--- config.mk ---
export PLATFORM = sky130hd
export DESIGN_NAME = linear_interp_resampler_core_flat
export DESIGN_NICKNAME = d
export VERILOG_FILES = /design/src/sv/lir_pkg.sv /design/src/sv/lir_if.sv /design/src/sv/lir_ctrl.sv /design/src/sv/lir_dp.sv /design/src/sv/linear_interp_resampler_core.sv /design/src/flat_wrapper.sv
export SDC_FILE = /design/constraint.sdc
export NUM_CORES = 2
export LEC_CHECK = 0
export BUFFER_PORTS_ARGS = -buffer_cell sky130_fd_sc_hd__buf_4
export CELL_PAD_IN_SITES_DETAIL_PLACEMENT = 1
export CELL_PAD_IN_SITES_GLOBAL_PLACEMENT = 2
export CORE_MARGIN = 1
export CORE_UTILIZATION = 40
export CTS_BUF_LIST = sky130_fd_sc_hd__clkbuf_8 sky130_fd_sc_hd__clkbuf_16
export DETAILED_ROUTE_END_ITERATION = 16
export GPL_TIMING_DRIVEN = 1
export PLACE_DENSITY_LB_ADDON = 0.12
export SLEW_MARGIN = 30
export SYNTH_ARGS = -nofsm -noshare
export SYNTH_HDL_FRONTEND = slang
export SYNTH_SLANG_ARGS = --single-unit
--- constraint.sdc ---
create_clock -name clk_i -period 11.3 [get_ports clk_i]
set_input_delay 1.13 -clock clk_i [delete_from_list [all_inputs] [get_ports clk_i]]
set_output_delay 1.13 -clock clk_i [all_outputs]
set_load 0.005 [all_outputs]
--- src/sv/lir_pkg.sv ---
// Shared constants, register codes and controller/datapath handshake types
// for the linear interpolation resampler. No dependencies.
package lir_pkg;

  // Default widths
  localparam int unsigned SAMPLE_BITS_DEF      = 24;
  localparam int unsigned FRAC_BITS_DEF        = 16;
  localparam int unsigned FRAME_COUNT_BITS_DEF = 30;

  // Fixed field widths
  localparam int unsigned STEP_BITS    = 26;
  localparam int unsigned CFG_IDX_BITS = 2;

  // Output frames per source sample, at most
  localparam int unsigned MAX_RESULTS  = 64;
  localparam int unsigned RUN_CNT_BITS = $clog2(MAX_RESULTS);

  // Register indexes
  localparam logic [CFG_IDX_BITS-1:0] CFG_STEP_RATIO       = CFG_IDX_BITS'(0);
  localparam logic [CFG_IDX_BITS-1:0] CFG_DEST_FRAME_COUNT = CFG_IDX_BITS'(1);

  // Controller to datapath
  typedef struct packed {
    logic load;      // latch a new source word
    logic emit;      // load the output register with the current frame
    logic finalize;  // close out the current source word
  } lir_cmd_t;

  // Datapath to controller
  typedef struct packed {
    logic interp_ok; // an interpolated frame is due
    logic tail_ok;   // a tail frame (copy of last sample) is due
    logic more;      // another frame follows the current one
  } lir_stat_t;

endpackage

--- src/sv/lir_if.sv ---
// Stream and configuration interfaces of the resampler.
// Depends on lir_pkg for default widths.
interface lir_in_if
  import lir_pkg::*;
#(
  parameter int unsigned SAMPLE_BITS = SAMPLE_BITS_DEF
);
  logic                          valid;
  logic                          ready;
  logic signed [SAMPLE_BITS-1:0] sample_in;
  logic                          last_of_plane;

  modport source (output valid, sample_in, last_of_plane, input ready);
  modport sink   (input valid, sample_in, last_of_plane, output ready);
endinterface

interface lir_out_if
  import lir_pkg::*;
#(
  parameter int unsigned SAMPLE_BITS = SAMPLE_BITS_DEF
);
  logic                          valid;
  logic                          ready;
  logic signed [SAMPLE_BITS-1:0] sample_out;
  logic                          last_of_run;
  logic                          plane_done;

  modport source (output valid, sample_out, last_of_run, plane_done, input ready);
  modport sink   (input valid, sample_out, last_of_run, plane_done, output ready);
endinterface

interface lir_cfg_if
  import lir_pkg::*;
#(
  parameter int unsigned DATA_BITS = FRAME_COUNT_BITS_DEF + 1
);
  logic                    valid;
  logic                    ready;
  logic [CFG_IDX_BITS-1:0] index;
  logic [DATA_BITS-1:0]    data;

  modport source (output valid, index, data, input ready);
  modport sink   (input valid, index, data, output ready);
endinterface

--- src/sv/lir_ctrl.sv ---
// Resampler controller: sequences take / emit / finalize for each source word
// and owns the output valid bit. Depends on lir_pkg.
module lir_ctrl
  import lir_pkg::*;
(
  input  logic      clk_i,
  input  logic      rst_ni,
  input  logic      in_valid_i,
  output logic      in_ready_o,
  output logic      out_valid_o,
  input  logic      out_ready_i,
  input  lir_stat_t stat_i,
  output lir_cmd_t  cmd_o
);

  typedef enum logic {IDLE, RUN} state_e;

  state_e state_q;
  logic   out_valid_q;
  logic   slot_free;
  logic   due;

  assign in_ready_o  = (state_q == IDLE);
  assign out_valid_o = out_valid_q;
  assign slot_free   = !out_valid_q || out_ready_i;
  assign due         = stat_i.interp_ok || stat_i.tail_ok;

  // Commands
  always_comb begin
    cmd_o = '0;
    unique case (state_q)
      IDLE: begin
        cmd_o.load = in_valid_i;
      end
      RUN: begin
        if (!due) begin
          cmd_o.finalize = 1'b1;
        end else if (slot_free) begin
          cmd_o.emit     = 1'b1;
          cmd_o.finalize = !stat_i.more;
        end
      end
      default: cmd_o = '0;
    endcase
  end

  // State and output valid
  always_ff @(posedge clk_i or negedge rst_ni) begin
    if (!rst_ni) begin
      state_q     <= IDLE;
      out_valid_q <= 1'b0;
    end else begin
      if (cmd_o.emit) begin
        out_valid_q <= 1'b1;
      end else if (out_ready_i) begin
        out_valid_q <= 1'b0;
      end
      unique case (state_q)
        IDLE: if (cmd_o.load) state_q <= RUN;
        RUN:  if (cmd_o.finalize) state_q <= IDLE;
        default: state_q <= IDLE;
      endcase
    end
  end

endmodule

--- src/sv/lir_dp.sv ---
// Resampler datapath: config registers, plane state, phase accumulator,
// interpolator and output register. Depends on lir_pkg.
module lir_dp
  import lir_pkg::*;
#(
  parameter int unsigned SAMPLE_BITS      = SAMPLE_BITS_DEF,
  parameter int unsigned FRAC_BITS        = FRAC_BITS_DEF,
  parameter int unsigned FRAME_COUNT_BITS = FRAME_COUNT_BITS_DEF,
  parameter int unsigned CFG_DATA_BITS    = FRAME_COUNT_BITS_DEF + 1
)(
  input  logic                          clk_i,
  input  logic                          rst_ni,
  input  logic                          cfg_we_i,
  input  logic [CFG_IDX_BITS-1:0]       cfg_index_i,
  input  logic [CFG_DATA_BITS-1:0]      cfg_data_i,
  input  logic signed [SAMPLE_BITS-1:0] sample_in_i,
  input  logic                          last_of_plane_i,
  input  lir_cmd_t                      cmd_i,
  output lir_stat_t                     stat_o,
  output logic signed [SAMPLE_BITS-1:0] sample_out_o,
  output logic                          last_of_run_o,
  output logic                          plane_done_o
);

  localparam int unsigned CW    = FRAME_COUNT_BITS + 1;
  localparam int unsigned PW    = CW + FRAC_BITS;
  localparam int unsigned PRODW = SAMPLE_BITS + FRAC_BITS + 2;
  localparam logic signed [PRODW-1:0] HALF = PRODW'(1) << (FRAC_BITS - 1);

  // Config
  logic [STEP_BITS-1:0] step_q;
  logic [CW-1:0]        dest_q;

  // Plane state
  logic signed [SAMPLE_BITS-1:0] prev_q;
  logic [CW-1:0]                 in_cnt_q, out_cnt_q;
  logic [PW-1:0]                 phase_q, phase_nx_q;

  // Current source word
  logic signed [SAMPLE_BITS-1:0] cur_q;
  logic signed [SAMPLE_BITS:0]   diff_q;
  logic                          last_q;
  logic [RUN_CNT_BITS-1:0]       n_q;

  // Output register
  logic [SAMPLE_BITS-1:0] sample_q;
  logic                   run_end_q, plane_done_q;

  logic [PW-1:0]             step_w;
  logic [CW-1:0]             idx, nx_idx, out_inc;
  logic [FRAC_BITS-1:0]      frac;
  logic                      out_lt, out_inc_lt, at_cur;
  logic signed [PRODW-1:0]   prod, rnd;
  logic [SAMPLE_BITS-1:0]    lerp, val;

  assign step_w  = PW'(step_q);
  assign idx     = phase_q[PW-1:FRAC_BITS];
  assign nx_idx  = phase_nx_q[PW-1:FRAC_BITS];
  assign frac    = phase_q[FRAC_BITS-1:0];
  assign out_inc = out_cnt_q + CW'(1);

  // Frame availability
  assign out_lt     = out_cnt_q < dest_q;
  assign out_inc_lt = ({1'b0, out_cnt_q} + (CW + 1)'(1)) < {1'b0, dest_q};

  assign stat_o.interp_ok = (in_cnt_q != '0) && out_lt && (idx < in_cnt_q);
  assign stat_o.tail_ok   = last_q && out_lt;
  assign stat_o.more      = (n_q != RUN_CNT_BITS'(MAX_RESULTS - 1)) && out_inc_lt &&
                            (last_q || (stat_o.interp_ok && (nx_idx < in_cnt_q)));

  // Interpolator: prev + round((cur - prev) * frac)
  assign prod   = diff_q * $signed({1'b0, frac});
  assign rnd    = (prod + HALF) >>> FRAC_BITS;
  assign lerp   = prev_q + rnd[SAMPLE_BITS-1:0];
  assign at_cur = (idx == (in_cnt_q - CW'(1)));

  always_comb begin
    priority if (stat_o.interp_ok) begin
      val = at_cur ? lerp : prev_q;
    end else begin
      val = cur_q;
    end
  end

  // Config and plane state
  always_ff @(posedge clk_i or negedge rst_ni) begin
    if (!rst_ni) begin
      step_q     <= STEP_BITS'(1) << FRAC_BITS;
      dest_q     <= CW'(1);
      prev_q     <= '0;
      in_cnt_q   <= '0;
      out_cnt_q  <= '0;
      phase_q    <= '0;
      phase_nx_q <= '0;
    end else begin
      if (cfg_we_i) begin
        unique case (cfg_index_i)
          CFG_STEP_RATIO:       step_q <= cfg_data_i[STEP_BITS-1:0];
          CFG_DEST_FRAME_COUNT: dest_q <= cfg_data_i[CW-1:0];
          default: ;
        endcase
      end
      if (cmd_i.load) begin
        phase_nx_q <= phase_q + step_w;
      end
      // Plane end clears prev, the counters and the phase; otherwise advance and close the word
      if (cmd_i.finalize && last_q) begin
        prev_q    <= '0;
        in_cnt_q  <= '0;
        out_cnt_q <= '0;
        phase_q   <= '0;
      end else begin
        if (cmd_i.emit) begin
          out_cnt_q <= out_inc;
          if (stat_o.interp_ok) begin
            phase_q    <= phase_nx_q;
            phase_nx_q <= phase_nx_q + step_w;
          end
        end
        if (cmd_i.finalize) begin
          prev_q <= cur_q;
          if (in_cnt_q != '1) in_cnt_q <= in_cnt_q + CW'(1);
        end
      end
    end
  end

  // Source word and output word
  always_ff @(posedge clk_i) begin
    if (cmd_i.load) begin
      cur_q  <= sample_in_i;
      last_q <= last_of_plane_i;
      diff_q <= {sample_in_i[SAMPLE_BITS-1], sample_in_i} - {prev_q[SAMPLE_BITS-1], prev_q};
      n_q    <= '0;
    end
    if (cmd_i.emit) begin
      n_q          <= n_q + RUN_CNT_BITS'(1);
      sample_q     <= val;
      run_end_q    <= !stat_o.more;
      plane_done_q <= (out_inc == dest_q) || (!stat_o.more && last_q);
    end
  end

  assign sample_out_o  = sample_q;
  assign last_of_run_o = run_end_q;
  assign plane_done_o  = plane_done_q;

endmodule

--- src/sv/linear_interp_resampler_core.sv ---
// Linear interpolation sample rate converter, top level.
// Depends on lir_pkg, lir_if, lir_ctrl and lir_dp.
//
// Feed the samples of one channel plane in order, marking the final one with
// last_of_plane; output frame i lies at source position i*step_ratio (16
// fraction bits by default) and is prev + (cur - prev)*frac, rounded to
// nearest. The last sample of a plane fills up to dest_frame_count with copies
// of itself and clears the plane state. A new source word is taken only once
// the previous one is finished; the output frames that a word causes, up to 64
// per word, are paced by the output register, and back pressure stretches the
// run. Write the registers only while idle.
module linear_interp_resampler_core
  import lir_pkg::*;
#(
  parameter int unsigned SAMPLE_BITS      = SAMPLE_BITS_DEF,
  parameter int unsigned FRAC_BITS        = FRAC_BITS_DEF,
  parameter int unsigned FRAME_COUNT_BITS = FRAME_COUNT_BITS_DEF,
  parameter int unsigned CFG_DATA_BITS    =
    (FRAME_COUNT_BITS + 1 > STEP_BITS) ? FRAME_COUNT_BITS + 1 : STEP_BITS
)(
  input  logic       clk_i,
  input  logic       rst_ni,
  lir_cfg_if.sink    cfg_i,
  lir_in_if.sink     in_i,
  lir_out_if.source  out_o
);

  lir_cmd_t  cmd;
  lir_stat_t stat;

  // Registers accept every write
  assign cfg_i.ready = 1'b1;

  lir_ctrl u_ctrl (
    .clk_i       (clk_i),
    .rst_ni      (rst_ni),
    .in_valid_i  (in_i.valid),
    .in_ready_o  (in_i.ready),
    .out_valid_o (out_o.valid),
    .out_ready_i (out_o.ready),
    .stat_i      (stat),
    .cmd_o       (cmd)
  );

  lir_dp #(
    .SAMPLE_BITS      (SAMPLE_BITS),
    .FRAC_BITS        (FRAC_BITS),
    .FRAME_COUNT_BITS (FRAME_COUNT_BITS),
    .CFG_DATA_BITS    (CFG_DATA_BITS)
  ) u_dp (
    .clk_i           (clk_i),
    .rst_ni          (rst_ni),
    .cfg_we_i        (cfg_i.valid),
    .cfg_index_i     (cfg_i.index),
    .cfg_data_i      (cfg_i.data),
    .sample_in_i     (in_i.sample_in),
    .last_of_plane_i (in_i.last_of_plane),
    .cmd_i           (cmd),
    .stat_o          (stat),
    .sample_out_o    (out_o.sample_out),
    .last_of_run_o   (out_o.last_of_run),
    .plane_done_o    (out_o.plane_done)
  );

endmodule
--- src/flat_wrapper.sv ---
// flat-port wrapper written by rule: the top's interface ports become plain ports
module linear_interp_resampler_core_flat import lir_pkg::*;
#(
  parameter int unsigned SAMPLE_BITS      = SAMPLE_BITS_DEF,
  parameter int unsigned FRAC_BITS        = FRAC_BITS_DEF,
  parameter int unsigned FRAME_COUNT_BITS = FRAME_COUNT_BITS_DEF,
  parameter int unsigned CFG_DATA_BITS    =
    (FRAME_COUNT_BITS + 1 > STEP_BITS) ? FRAME_COUNT_BITS + 1 : STEP_BITS
)
  (clk_i, rst_ni, cfg_i_valid, cfg_i_index, cfg_i_data, cfg_i_ready, in_i_valid, in_i_sample_in, in_i_last_of_plane, in_i_ready, out_o_valid, out_o_sample_out, out_o_last_of_run, out_o_plane_done, out_o_ready);
  lir_cfg_if cfg_i_i ();
  lir_in_if #(.SAMPLE_BITS(SAMPLE_BITS)) in_i_i ();
  lir_out_if #(.SAMPLE_BITS(SAMPLE_BITS)) out_o_i ();
  input  logic clk_i;
  input  logic rst_ni;
  input wire logic [$bits(cfg_i_i.valid)-1:0] cfg_i_valid;
  input wire logic [$bits(cfg_i_i.index)-1:0] cfg_i_index;
  input wire logic [$bits(cfg_i_i.data)-1:0] cfg_i_data;
  output wire logic [$bits(cfg_i_i.ready)-1:0] cfg_i_ready;
  input wire logic [$bits(in_i_i.valid)-1:0] in_i_valid;
  input wire logic [$bits(in_i_i.sample_in)-1:0] in_i_sample_in;
  input wire logic [$bits(in_i_i.last_of_plane)-1:0] in_i_last_of_plane;
  output wire logic [$bits(in_i_i.ready)-1:0] in_i_ready;
  output wire logic [$bits(out_o_i.valid)-1:0] out_o_valid;
  output wire logic [$bits(out_o_i.sample_out)-1:0] out_o_sample_out;
  output wire logic [$bits(out_o_i.last_of_run)-1:0] out_o_last_of_run;
  output wire logic [$bits(out_o_i.plane_done)-1:0] out_o_plane_done;
  input wire logic [$bits(out_o_i.ready)-1:0] out_o_ready;
  assign cfg_i_i.valid = cfg_i_valid;
  assign cfg_i_i.index = cfg_i_index;
  assign cfg_i_i.data = cfg_i_data;
  assign cfg_i_ready = cfg_i_i.ready;
  assign in_i_i.valid = in_i_valid;
  assign in_i_i.sample_in = in_i_sample_in;
  assign in_i_i.last_of_plane = in_i_last_of_plane;
  assign in_i_ready = in_i_i.ready;
  assign out_o_valid = out_o_i.valid;
  assign out_o_sample_out = out_o_i.sample_out;
  assign out_o_last_of_run = out_o_i.last_of_run;
  assign out_o_plane_done = out_o_i.plane_done;
  assign out_o_i.ready = out_o_ready;
  linear_interp_resampler_core #(.SAMPLE_BITS(SAMPLE_BITS), .FRAC_BITS(FRAC_BITS), .FRAME_COUNT_BITS(FRAME_COUNT_BITS), .CFG_DATA_BITS(CFG_DATA_BITS)) u_core (.clk_i(clk_i), .rst_ni(rst_ni), .cfg_i(cfg_i_i), .in_i(in_i_i), .out_o(out_o_i));
endmodule
==> results.py <==
metrics = {
    "setup_path": {
        "critPathSlowestCell": "dfrtp_1",
        "r2r_cells": 34,
        "start_kind": "register",
        "critical_path.reg2reg.startpoint": "u_core.u_dp.phase_q[3]$_DFFE_PN0P_",
        "critPathKind": "register to register",
        "path_max_fanout": 27,
        "timing.critical_path.slowest_cell_delay_ps": 960,
        "critPathMostFrequentCell": "fa_1",
        "worstPathRequired_ps": 11660,
        "ff2ff_setup_slack_ps": 1500,
        "worst_setup_path_end_kind": "register",
        "r2r-end": "u_core.u_dp.sample_out_o[23]$_DFFE_PP_",
        "timing.critical_path.arrival_ps": 10160,
    },
    "detailed_routing": {
        "dr.pass1.iters": 5,
        "detail_route.iter0.violations": 1301,
        "remaining_antenna_violation_count": 0,
        "routed-via-count": 28990,
        "vias_per_cell": 5.313,
        "postRouteWirelength_um": 116200,
        "route.detailed.drc": 0,
        "drt_wl_cell_um": 21.28,
    },
    "grt": {
        "grt_pass1_vias": 31630,
        "grt_antenna_before_repair": 4,
        "gr-total-overflow": 0,
        "gr-max-usage-layer": "met2",
        "first_pass_grt_wire_length_um": 186100,
        "globalRouteTotalUtil": 0.2540,
        "grt_max_degree": 94,
        "gr-usage-met3": 0.02230,
        "use_met2": 0.4447,
        "use_met1": 0.3320,
    },
    "placement": {
        "place_congestion": 0.8166,
        "post-dp-hpwl_um": 90950,
        "total_of_buffers_placed_on_input_and_output_ports": 90,
        "dp.cells": 5375,
    },
    "finish": {
        "post_route_cells_drive_above_1_share": 0.07548,
        "count_of_nets_after_finishing": 4973,
        "area_growth_pct": 9.022,
        "most-common-layout-cells": "632 x inv_1, 459 x nand2_1, 382 x fa_1",
        "filler_cell_count": 10720,
        "final_common_cell": "inv_1",
        "instances_no_fill": 5457,
    },
    "floorplanning": {
        "io-pin-count": 92,
        "fp.coreArea_sq_mm": 0.09208,
        "die_width_um": 307.7,
        "die_h_um": 307.7,
        "initial_utilization": 0.4059,
        "num_rows": 111,
        "die_footprint_sq_mm": 0.09467,
    },
    "run_status": {
        "run_status": "finished, final reports clean",
    },
    "cts": {
        "tritoncts": "built",
        "path_clk_slew_ps": 60,
        "cts_hold_buf": 0,
        "tritoncts_buffers": 43,
        "max-clock-path-buffers": 3,
        "worst_skew_pair.late_latency_ps": 640,
        "cts.repair.resized": 0,
        "clock_sinks": 321,
        "cts.htree.levels": 2,
        "cts_setup_buffers": 0,
        "clock_tree_root": "clkbuf_16",
    },
    "hold_path": {
        "min_path_type": "register to register",
        "timing.hold.worst_path_depth": 2,
        "hold_path_startpoint": "u_core.u_dp.prev_q[23]$_DFFE_PN0P_",
        "hold_path_end": "u_core.u_dp.prev_q[23]$_DFFE_PN0P_",
    },
    "sta": {
        "fmax_mhz": 102.1,
        "report.final.hold_viol_count": 0,
        "worst_slew_margin_rel": 0.3726,
        "worstMarginPinSlew_ps": 941.2,
        "setup_repair_after_global_routing_missed_its_margin": "no",
        "post-route-min-period_ps": 9797,
        "final.period_utilization": 0.8670,
        "clock-skew-final_ps": 32.09,
        "setup_viol_count_final": 0,
        "timing.setup.tns_ps": 0,
        "max_slew_violations": 0,
    },
    "synth": {
        "post_synth_main_area_contributors": "fa_1 20%, dfrtp_1 16%, ha_1 12%",
        "yosys_most_used_dff": "dfrtp_1",
        "synth_edf_count": 82,
        "yosysUniqueCellTypes": 85,
        "synth_largest_area_cell": "fa_1",
        "synth.avg_cell_area_sq_um": 8.953,
        "yosysTopAreaCellShare": 0.2046,
        "synth_area_sq_mm": 0.03738,
        "synth_fp_nets": 4970,
        "synth_async_sr_flop_share": 0.7445,
        "yosys_register_bits": 321,
        "mapped_cells": 4175,
        "synth_sequential_area_ratio": 0.2260,
        "ys_warn_count": 0,
    },
    "flow_run": {
        "number_of_max_cap_violations": 0,
    },
}
## cell usage after synthesis, drive strengths merged (19+ instances only)
cell type and instances:
inv 623, nand2 461, fa 382, ha 350, and2 268, dfrtp 237, a21oi 216, nor2 206
o21ai 150, clkbuf 145, xnor2 138, a21o 84, edfxtp 82, xor2 81, nand3 76, nor3 72
mux2 70, nand4 61, and3 42, or3 40, o21a 37, nor4 33, nor2b 30, a211oi 29
buf 25, o211ai 22, a31oi 19
## how the worst max path moves through the flow
| stage | start | to | slack (ps) |
|---|---|---|---|
| 4_1_cts | u_core.u_dp.phase_q[3]$_DFFE_PN0P_ | u_core.u_dp.sample_out_o[23]$_DFFE_PP_ | 1450 |
| 5_1_grt | u_core.u_dp.phase_q[2]$_DFFE_PN0P_ | u_core.u_dp.sample_out_o[23]$_DFFE_PP_ | 850 |
| 2_1_floorplan | u_core.u_dp.phase_q[10]$_DFFE_PN0P_ | u_core.u_dp.sample_out_o[23]$_DFFE_PP_ | 2660 |
| 6_report | u_core.u_dp.phase_q[3]$_DFFE_PN0P_ | u_core.u_dp.sample_out_o[23]$_DFFE_PP_ | 1500 |
| 3_5_place_dp | u_core.u_dp.phase_q[3]$_DFFE_PN0P_ | u_core.u_dp.sample_out_o[23]$_DFFE_PP_ | 1480 |
| 3_3_place_gp | u_core.u_dp.phase_q[3]$_DFFE_PN0P_ | u_core.u_dp.sample_out_o[23]$_DFFE_PP_ | 1690 |
## registers in the layout, summed over array words and instances, names as in the netlist, 25 cells and up
signal	cells
u_core.u_dp.diff_q	25
u_core.u_dp.phase_nx_q	47
u_core.u_dp.phase_q	47
u_core.u_dp.step_q	26
u_core.u_dp.in_cnt_q	31
u_core.u_dp.out_cnt_q	31
u_core.u_dp.dest_q	31
## stage by stage
stage / setup slack [ps] / utilization / hold WS [ps] / area [sq um]
after floorplan: 2658 / - / 449.8 / 37380
after global placement: 1693 / 0.4264 / 469.5 / 39270
after detailed placement: 1481 / 0.4264 / 479.4 / 39270
after CTS: 1447 / 0.4424 / 491.9 / 40740
after global routing: 851.1 / 0.4425 / 513.3 / 40750
final: 1503 / 0.4425 / 483.7 / 40750
## worst max-delay path, delay by kind of cell, from the launching register on
family / cells / cell delay, ps
xor+xnor: 2 / 550
buf+inv: 5 / 450
compound gates: 15 / 3220
flops: 1 / 960
fa+ha+maj: 8 / 3530
simple gates: 4 / 800
## layout make-up
class / count / area, sq um / area share
Multi-Input combinational cell: 3061 / 25960 / 0.6372
Clock inverter: 28 / 269.0 / 0.006602
Inverter: 623 / 2341 / 0.05745
Clock buffer: 52 / 1200 / 0.02945
Antenna cell: 1 / 2.502 / 0.00006141
Sequential cell: 321 / 8449 / 0.2074
Tap cell: 1243 / 1555 / 0.03817
Timing Repair Buffer: 128 / 968.4 / 0.02377
## routing by layer
| metal | share of wire | vias to the layer above |
|---|---|---|
| li1 | - | 13760 |
| met1 | 0.45 | 14810 |
| met2 | 0.50 | 309 |
| met3 | 0.024 | 114 |
| met4 | 0.029 | 0 |
| met5 | 0 | - |
## cell families (layout without fill, tap and decap cells)
| family | after synthesis | in the layout | synth area share |
|---|---|---|---|
| and+or+nand+nor | 1359 | 1359 | 0.1827 |
| buffers and inverters | 793 | 831 | 0.08078 |
| adders and majority gates | 732 | 732 | 0.3218 |
| AOI/OAI and AO/OA | 662 | 662 | 0.1112 |
| DFF | 321 | 321 | 0.2260 |
| xor gates and xnor gates | 220 | 220 | 0.05192 |
| muxes | 87 | 87 | 0.02564 |
| other | 1 | 2 | 0.0001003 |
Power is left out: the tool's default activity adds up to more than one toggle a clock period on the data nets, which glitch-free logic cannot reach.
